## src/hw/rtl/pucr_ram.sv

```systemverilog
// ----------------------------------------------------------------------------
// Generic RAM
// One write port, one read port, registered read data.
// ----------------------------------------------------------------------------
module pucr_ram #(
   parameter int WIDTH = 8,
   parameter int DEPTH = 16
) (
   input  logic                     clock,
   input  logic                     wr_en,
   input  logic [$clog2(DEPTH)-1:0] wr_addr,
   input  logic [WIDTH-1:0]         wr_data,
   input  logic [$clog2(DEPTH)-1:0] rd_addr,
   output logic [WIDTH-1:0]         rd_data
);

   logic [WIDTH-1:0] mem_ff [DEPTH];
   logic [WIDTH-1:0] rd_data_ff;

   always_ff @(posedge clock) begin
      if (wr_en) begin
         mem_ff[wr_addr] <= wr_data;
      end
      rd_data_ff <= mem_ff[rd_addr];
   end

   assign rd_data = rd_data_ff;

endmodule

```

## config.mk

```make
export PLATFORM = sky130hd
export DESIGN_NAME = pucr_ram
export DESIGN_NICKNAME = d
export VERILOG_FILES = /design/src/hw/rtl/pucr_ram.sv
export SDC_FILE = /design/constraint.sdc
export NUM_CORES = 1
export LEC_CHECK = 0
export ABC_AREA = 1
export BUFFER_PORTS_ARGS = -buffer_cell sky130_fd_sc_hd__buf_2
export CAP_MARGIN = 25
export CORE_MARGIN = 2
export CORE_UTILIZATION = 50
export CTS_CLUSTER_DIAMETER = 30
export CTS_CLUSTER_SIZE = 25
export DETAILED_ROUTE_END_ITERATION = 6
export PLACE_DENSITY = 0.79
export SYNTH_ARGS = -nofsm -noshare
export SYNTH_HDL_FRONTEND = slang
export SYNTH_SLANG_ARGS = --single-unit
```

## constraint.sdc

```tcl
create_clock -name clock -period 1.15 [get_ports clock]
set_input_delay 0 -clock clock [delete_from_list [all_inputs] [get_ports clock]]
set_output_delay 0 -clock clock [all_outputs]
set_load 0.01 [all_outputs]
```

**Word-level counts from Yosys, hierarchy flattened**

Memories as Yosys holds them, arrays and structs flattened. A register that Yosys moved wholly into a read port is not among the register bits.
Index checks and enable logic that the tools add are counted.

- Bits in registers: 0
- Memory bits (writable): 128
- Memories kept: 1

- Mux-type cells: 2

Memories:

| name | words | width | rd ports | clocked after Yosys merged registers in | wr ports | line | text |
|---|---|---|---|---|---|---|---|
| mem_ff | 16 | 8 | 1 | 1 | 1 | 17 | `logic [WIDTH-1:0] mem_ff [DEPTH];` |

Operators with widths:

| kind | number |
|---|---|
| two-way mux 1 bit | 2 |

**Depth between registers and ports, before layout**

Gate-level depths: netlist of run 1.

- Depth after elaboration: 2
- Depth in mapped cells: 8
- Mapped depth without buffers: 7

**Worst setup path after synthesis of run 1**

No wires, ideal clock.

- Path type: input-to-reg
- Start: in wr_addr[2]
- End: mem mem_ff[10][0] (enable)
- Data arrival time: 581 ps
- Path slack: 199 ps
- Cell stages on the path: 2
- Cells stage by stage: nand3b_1 -> nor2_1

RTL lines:

| element | line | text |
|---|---|---|
| from (decl) | 11 | `input logic [$clog2(DEPTH)-1:0] wr_addr,` |
| to (decl) | 17 |  |

No word-level cell before the write port.

==> metrics, run 1 <==
Initial Util=50.9%; global route overflow=0; Vert. Die Dim=111 um; Syn Nets=569; Slew HR=78.6%; sequential share of the synthesized area=69.4%; Final Cycle Share=87.5%; VDD IR max=0.00111 V; Crit path required time=roughly 1.5 ns; YS warnings=0; hold depth=1; CP Capture Type=flop; Clock Tree Buf Depth=2; critical path launch point type=flop; Comb pwr share=5.8%; #FFs+latches synth=136; Net Sw Power=0.00252 W; DR vias/cell=roughly 5.3; Clock Pin Slew Worst Setup and Hold Paths=0.06 ns; final hold violation count=0; Setup Crit Path Kind=reg -> reg; reg2reg path depth=6; most instantiated cells after synthesis=nand2_1 (173), edfxtp_1 (128), inv_1 (100); drt total wl=12.1 mm; Net Sw Frac=21.1%; GRT Util Overall=20.7%; final setup vio count=0; synth top area cells=edfxtp_1 (67%), nand2_1 (11%), nand3_1 (8.4%); Port Buffers=25; Final Net Count=slightly above 600; Root Buffer=clkbuf_16; H-tree levels=4; layout cell share with drive strength beyond 1=13.6%; total power=0.0119 W; hold_buf cts=7; crit path time final=1.01 ns; CTS resizes=0; area share of the largest cell type after synthesis=66.7%; pwr dens=1740 nW/um^2; syn_area_per_cell=10.5 um^2; die area=about 12,000 um^2; HPWL after detailed placement=7.51 mm; Data arrival, critical path=1.30 ns; row count=39; Netlist Area Pre-Place=approximately 5800 um^2; DR vias=~4,000; Leakage=~3.0 nW; post-CTS setup buffer count=0; CTS Buf Count=17; Clk pwr share=47.4%; Slew @ Worst Pin=0.321 ns; DRT antenna net count=0; first-pass GRT wire length=19.5 mm; pin count of the biggest net entering global routing=65; Clock Skew=0.00506 ns; clk_lat worst skew=~0.41 ns; Main synth FF type=edfxtp_1; Hold Path Class=in -> reg; DRT Pass-1 Iters=5; setup TNS=0 ns; Max Slew Vio Count=0; Area Growth Syn to Fin=18.7%; maximum clock rate=about 990 MHz; fraction of registers with async set/reset=0%; die width=111 um; sequential share of power=a little under half; DRC viols=0; Ports=26; GP Congestion=between 0.7 and 0.8; number of global-route vias before repair=4,002; status=finished, final reports clean; Synth cell types=12; initial antenna violation count=0; ant diodes=0; RSZ-0062 raised after global routing=false; DR WL/cell=~16 um; max cap viols=0; floorplan core area=~11,000 um^2; Post-Synthesis Cells=between 500 and 600; most frequent cell after synthesis=nand2_1; P_int=0.00941 W; clock sink count=roughly 140; TritonCTS clock tree=done; FILL cells=between 800 and 900; EDFF count, synth=128; cell taking the most area after synthesis=edfxtp_1; 1st-iter DRT viols=about 350; crit-path max FO=1
[power groups by stage]
stage          Sequential [W]  Clock, W  Combinational (W)
6_report              0.00558   0.00566           0.000696
5_1_grt               0.00559   0.00592           0.000774
4_1_cts               0.00558   0.00570           0.000700
3_5_place_dp          0.00568         0           0.000667
3_3_place_gp          0.00568         0           0.000646
2_1_floorplan         0.00569         0           0.000391
[final timing paths]
kind | to | slack [ns] | start
worst max-delay path | rd_data[1] | 0.14 | mem_ff[8][1]
worst min-delay path | mem_ff[3][7] | 0.005 | wr_data[7]
worst max register to register | rd_data[1] | 0.14 | mem_ff[8][1]
worst min register to register | rd_data[7] | 0.67 | mem_ff[11][7]
[layout by cell type (no fill, tap or decap)]
cell / Yosys / routed
clkinvlp_4: 0 / 3
inv_1: 100 / 100
clkinv_2: 0 / 2
bufinv_16: 0 / 4
clkbuf_16: 0 / 17
buf_12: 0 / 4
nand3_1: 97 / 97
dlygate4sd3_1: 0 / 7
clkinv_1: 0 / 1
edfxtp_1: 128 / 128
inv_6: 0 / 3
nor2_1: 17 / 17
dfxtp_1: 8 / 8
inv_2: 2 / 2
nand2_1: 173 / 173
nand3b_1: 2 / 2
clkinv_4: 0 / 2
buf_4: 4 / 22
buf_2: 13 / 25
[critical path, stage by stage, from the launching register on]
cell and delay (ns):
edfxtp_1 0.37, inv_1 0.08, nand2_1 0.08, nand3_1 0.12, nand3_1 0.09, nand3_1 0.10
nand2_1 0.06
[stage by stage]
stage          setup WS (ns)  instances  instance area, um^2  util (%)  hold WS, ns
4_1_cts                0.126        760                 6850      60.5      0.00188
6_report               0.143        760                 6850      60.5      0.00477
3_3_place_gp           0.166        721                 6150      54.3        0.389
3_5_place_dp           0.130        721                 6150      54.3        0.392
2_1_floorplan          0.199        551                 5770         -       0.0989
5_1_grt              0.00789        760                 6850      60.5      0.00731
[layer usage]
layer  part of all wire [%]  global-route usage [%]  up-vias
li1                       -                       -     1879
met1                     40                    25.4     1914
met2                     52                    35.9      174
met3                    6.4                    3.81       27
met4                    2.5                    9.47        0
met5                      0                       0        -
[registers in the layout, summed over array words and instances, names as in the netlist]
name / cells
mem_ff: 128
rd_data: 8
[kinds of logic (layout without fill, tap and decap cells)]
group,Yosys count,after routing,synth area share (%)
DFF,136,136,69.4
and+or+nand+nor,289,289,21.0
buffers and inverters,126,192,9.52
[layout make-up]
cell class | count | area (um^2) | share of cell area, %
tap | 143 | 179 | 2.61
inverter | 102 | 383 | 5.59
clock inverter | 15 | 200 | 2.92
multi-input combinational | 289 | 1210 | 17.7
sequential | 136 | 4000 | 58.5
clock buffer | 17 | 425 | 6.21
timing repair buffer | 58 | 440 | 6.43
No activity file was read; power rests on OpenSTA's default activity.
==> run 2, diff against run 1 <==
--- a/config.mk
+++ b/config.mk
@@ -8,6 +8,7 @@
 export ABC_AREA = 1
 export BUFFER_PORTS_ARGS = -buffer_cell sky130_fd_sc_hd__buf_2
 export CAP_MARGIN = 25
+export CORE_ASPECT_RATIO = 1.4
 export CORE_MARGIN = 2
 export CORE_UTILIZATION = 50
 export CTS_CLUSTER_DIAMETER = 30
==> metrics, run 2 (synthesis results as in run 1) <==
status=finished, final reports clean; DR vias=3,940 (-1.4%); most frequent cells in the layout=nand2_1 (173), edfxtp_1 (128), inv_1 (100); sequential share of power=46.4% (-0.3 points); GR peak layer=met2; P_int=0.00958 W (+1.8%); max reg flops=128 (unchanged); Comb pwr share=5.9% (about the same); H-tree levels=4 (unchanged); Hold Path Class=in -> reg; Clk pwr share=47.6% (+0.2 points); Initial Util=51.1% (+0.18 points); initial antenna violation count=0 (unchanged); 1st-iter DRT viols=331 (-5.2%); clk_lat worst skew=0.41 ns (about the same); CTS Buf Count=17 (unchanged); DR WL/cell=17.3 um (+8.4%); pwr dens=1770 nW/um^2 (+1.7%); pin count of the biggest net entering global routing=65 (unchanged); ant diodes=0 (unchanged); Final Cycle Share=91.4% (+3.8 points); Net Sw Frac=20.3% (-0.85 points); Net Sw Power=0.00243 W (-3.4%); GRT Util Overall=22.8% (+2.1 points); layout cell share with drive strength beyond 1=12.7% (-0.93 points); number of global-route vias before repair=3,871 (-3.3%); crit path time final=1.05 ns (+0.0438 ns); VDD IR max=0.00115 V (+3.0%); critical path launch point type=flop; crit-path max FO=1 (unchanged); final worst slack=0.0995 ns (-0.0438 ns); Slew @ Worst Pin=0.535 ns (+0.214 ns); die area=12,400 um^2 (about the same); Max Slew Vio Count=0 (unchanged); Clock Skew=0.00610 ns (+0.00105 ns); Clock Tree Buf Depth=2 (unchanged); die width=94.8 um (-15%); max cap viols=0 (unchanged); RSZ-0062 raised after global routing=false; DRC viols=0 (unchanged); DRT antenna net count=0 (unchanged); Vert. Die Dim=131 um (+18%); row count=46 (+18%); Clock Pin Slew Worst Setup and Hold Paths=0.06 ns (about the same); Setup Crit Path Kind=reg -> reg; CP Capture Type=flop; FILL cells=892 (+2.1%); Port Buffers=25 (unchanged); CTS resizes=0 (unchanged); Root Buffer=clkbuf_16; commonest non-fill, non-tap cell in the layout=nand2_1; M2 GR Usage=41.6% (+5.8 points); setup TNS=0 ns (unchanged); floorplan core area=11,300 um^2 (-0.35%); global route overflow=0 (unchanged); M1 GR Usage=24.8% (-0.59 points); GP Congestion=0.910 (+16%); Area Growth Syn to Fin=17.5%; clock sink count=136 (unchanged); final setup vio count=0 (unchanged); maximum clock rate=952 MHz (-4.2%); Leakage=2.96 nW (-1.2%); TritonCTS clock tree=done; pre-CTS setup slack=0.0769 ns (-0.0533 ns); most flop-heavy register=mem_ff; final hold violation count=0 (unchanged); Data arrival, critical path=1.34 ns (+0.04 ns); DRT Pass-1 Iters=5 (unchanged); Final Net Count=612 (-1.6%); Ports=26 (unchanged); met3 global-route usage=5.55% (+1.7 points); drt total wl=13.0 mm (+7.1%); HPWL after detailed placement=8.17 mm (+8.7%); DR vias/cell=5.25 (-0.17%); Slew HR=64.3% (-14 points); Crit path required time=1.44 ns (about the same); first-pass GRT wire length=20.0 mm (+2.5%)
[run 2: cell count changes in the layout (fill, tap and decap cells not counted), sizes merged]
cell,previous run,this run
buf,51,47
bufinv,4,5
clkbuf,17,18
clkinv,5,6
clkinvlp,3,2
dlygate4sd3,7,1
inv,105,103
[run 2: worst max-delay path: stages (launching register included)]
cell,delay (ns)
edfxtp_1,0.36
inv_1,0.06
nand2_1,0.05
nand3_1,0.10
nand3_1,0.12
nand3_1,0.15
nand2_1,0.09
[run 2: worst paths after layout]
kind / to / cells past startpoint / from / slack, ns
max: rd_data[4] / 6 / mem_ff[5][4] / 0.1
min: mem_ff[1][5] / 1 / wr_data[5] / 0.02
max reg2reg: rd_data[4] / 6 / mem_ff[5][4] / 0.1
min reg2reg: rd_data[1] / 6 / mem_ff[3][1] / 0.69
[run 2: stage by stage]
step | hold slack [ns] | total power [W] | instances | area, um^2 | utilization (%)
after global routing | 0.0177 | 0.0124 | 751 | 6780 | 60.1
after floorplan | 0.0989 | 0.00608 | 551 | 5770 | -
final | 0.0239 | 0.0120 | 751 | 6780 | 60.1
after global placement | 0.352 | 0.00636 | 718 | 6130 | 54.4
after CTS | 0.0180 | 0.0121 | 751 | 6780 | 60.1
after detailed placement | 0.345 | 0.00638 | 718 | 6130 | 54.4
[run 2: area by class of cell]
type | instances | area (um^2) | share of cell area (%)
inverter | 102 | 383 | 5.65
clock inverter | 14 | 204 | 3.01
clock buffer | 18 | 429 | 6.33
multi-input combinational | 289 | 1210 | 17.9
sequential | 136 | 4000 | 59.1
tap | 144 | 180 | 2.66
timing repair buffer | 48 | 363 | 5.35
[run 2: metal layers]
metal,vias to the layer above,share of wire [%]
met1,1898,37
met4,0,3.0
met5,-,0
met2,149,55
met3,29,5.0
li1,1864,-
[run 2: timing repair]
| action | CTS | global route |
|---|---|---|
| setup buffers | 0 | 0 |
| hold buffers | 1 | 0 |
| endpoints found under the hold margin | 8 | 0 |
[run 2: power by group through the flow]
stage,Sequential (W),Combinational (W),Clock [W]
2_1_floorplan,0.00569,0.000391,0
3_3_place_gp,0.00568,0.000685,0
3_5_place_dp,0.00568,0.000701,0
4_1_cts,0.00558,0.000711,0.00578
5_1_grt,0.00559,0.000779,0.00601
6_report,0.00558,0.000712,0.00572
==> run 3, diff against run 2 <==
--- a/config.mk
+++ b/config.mk
@@ -8,7 +8,7 @@
 export ABC_AREA = 1
 export BUFFER_PORTS_ARGS = -buffer_cell sky130_fd_sc_hd__buf_2
 export CAP_MARGIN = 25
-export CORE_ASPECT_RATIO = 1.4
+export CORE_ASPECT_RATIO = 1.2
 export CORE_MARGIN = 2
 export CORE_UTILIZATION = 50
 export CTS_CLUSTER_DIAMETER = 30
==> metrics, run 3 (synthesis results as in run 1) <==
GP Congestion=0.859 (-5.6%); max reg flops=128 (unchanged); Clock Pin Slew Worst Setup and Hold Paths=0.06 ns (about the same); Max Slew Vio Count=0 (unchanged); R2R Setup Slk=0.10 ns (about the same); floorplan core area=11,100 um^2 (-1.2%); clk_lat worst skew=0.42 ns (about the same); most flop-heavy register=mem_ff; DR vias=4,014 (+1.9%); post-layout util=60.6% (+0.49 points); Clock Skew=0.00728 ns (+0.00117 ns); Clock Tree Buf Depth=2 (unchanged); H-tree levels=4 (unchanged); ant diodes=0 (unchanged); Reg2Reg Capture Point=rd_data[0]; status=finished, final reports clean; Slew HR=75.3% (+11 points); Port Buffers=25 (unchanged); TritonCTS clock tree=done; final hold violation count=0 (unchanged); commonest non-fill, non-tap cell in the layout=nand2_1; hold_sp=wr_data[2]; maximum clock rate=953 MHz (+0.15%); 1st-iter DRT viols=599 (+81%); die area=12,400 um^2 (about the same); Slew @ Worst Pin=0.371 ns (-0.164 ns); crit-path max FO=1 (unchanged); DRC viols=0 (unchanged); RSZ-0062 raised after global routing=false; GRT Util Overall=22.7% (-0.065 points); row count=42 (-8.7%); Final Cycle Share=91.2% (-0.13 points); hold depth=1 (unchanged); crit-path max cell delay=0.37 ns (about the same); max cap viols=0 (unchanged); CP Depth=6 (unchanged); CP top delay family=simple AND/OR/NAND/NOR gates; Buf/Inv on CP=1 (unchanged); Crit path required time=1.45 ns (about the same); Worst Hold End=mem_ff[4][2]; Setup Crit Path Kind=reg -> reg; Ports=26 (unchanged); reg2reg path depth=6 (unchanged); crit path time final=1.05 ns (-0.00155 ns); Crit path top cell by count=nand3_1; Root Buffer=clkbuf_16; Critical Path, Cell by Cell=inv_1, nand2_1, nand3_1, nand3_1, nand3_1, nand2_1; Leakage=2.95 nW (-0.45%); number of global-route vias before repair=3,911 (+1.0%); pwr dens=1650 nW/um^2 (-7.2%); CTS resizes=0 (unchanged); pin count of the biggest net entering global routing=49 (-25%); Hold Path Class=in -> reg; drt total wl=13.1 mm (+0.87%); global route overflow=0 (unchanged); Data arrival, critical path=1.35 ns (about the same); critical path launch point type=flop; Vert. Die Dim=122 um (-7.2%); VDD IR max=0.00123 V (+7.6%); CP Capture Type=flop; DRT antenna net count=0 (unchanged); CTS Buf Count=17 (unchanged); DR vias/cell=5.21 (-0.64%); Final Net Count=622 (+1.6%); layout cell share with drive strength beyond 1=13.1% (+0.46 points); clock sink count=136 (unchanged); Area Growth Syn to Fin=17.0%; Initial Util=51.8% (+0.64 points); HPWL after detailed placement=8.18 mm (+0.11%); dpl cell area=6190 um^2 (+0.86%); Crit-path slowest cell=edfxtp_1; die width=102 um (+7.7%); Post-Layout Inst Area=6750 um^2 (-0.44%); DR WL/cell=17.0 um (-1.6%); initial antenna violation count=0 (unchanged); final setup vio count=0 (unchanged); DRT Pass-1 Iters=5 (unchanged); first-pass GRT wire length=20.4 mm (+1.8%); FF-to-FF Start=mem_ff[0][0]; most frequent cells in the layout=nand2_1 (173), edfxtp_1 (128), inv_1 (100); setup TNS=0 ns (unchanged)
==> run 3: cell types whose count changed in the layout (fill, tap and decap cells not counted), moves of 2 or more <==
cell / before / now
clkinv_2: 2 / 4
bufinv_16: 5 / 1
clkbuf_1: 1 / 3
dlygate4sd3_1: 1 / 4
buf_4: 17 / 25
==> run 3: what timing repair did <==
item                                   CTS  global route
hold buffers                             4             0
endpoints found under the hold margin   51             0
setup buffers                            0             0
==> run 3: cell type report <==
| cell class | count | area, um^2 |
|---|---|---|
| Multi-Input combinational cell | 289 | 1210 |
| Clock buffer | 20 | 437 |
| Clock inverter | 11 | 83.8 |
| Tap cell | 154 | 193 |
| Timing Repair Buffer | 58 | 433 |
| Sequential cell | 136 | 4000 |
| Fill cell | 868 | 4390 |
| Inverter | 102 | 383 |
==> run 3: where the power goes <==
part	leakage, nW	internal [W]	total, W	switching [W]
Clock	0.248	0.00291	0.00479	0.00188
Sequential	1.22	0.00554	0.00558	0.0000360
Combinational	1.48	0.000239	0.000733	0.000495
==> run 3: worst reg2reg max path: stages, from the launching register on <==
cell	delay, ns
edfxtp_1	0.37
inv_1	0.08
nand2_1	0.06
nand3_1	0.07
nand3_1	0.14
nand3_1	0.14
nand2_1	0.07
==> run 3: stage by stage <==
stage / hold slack, ns / cells / total power, W / setup WS, ns
finish: 0.00887 / 770 / 0.0111 / 0.101
global route: 0.00891 / 770 / 0.0114 / 0.0253
CTS: 0.00172 / 770 / 0.0111 / 0.104
detailed placement: 0.399 / 735 / 0.00639 / 0.100
global placement: 0.402 / 735 / 0.00636 / 0.134
floorplan: 0.0989 / 551 / 0.00608 / 0.199
==> run 3: worst max-delay path by stage <==
stage | startpoint | to
6_report | mem_ff[0][0] | rd_data[0]
5_1_grt | mem_ff[2][2] | rd_data[2]
4_1_cts | mem_ff[0][0] | rd_data[0]
3_5_place_dp | rd_addr[0] | rd_data[2]
3_3_place_gp | rd_addr[0] | rd_data[1]
2_1_floorplan | wr_addr[2] | mem_ff[10][0]
==> run 3: metal layers <==
layer  vias up  global-route usage [%]  wire, um
li1       1874                       -         -
met2       205                    37.8      6800
met1      1902                    27.9      4890
met4         0                    10.8       403
met3        33                    5.39      1000
met5         -                       0         0
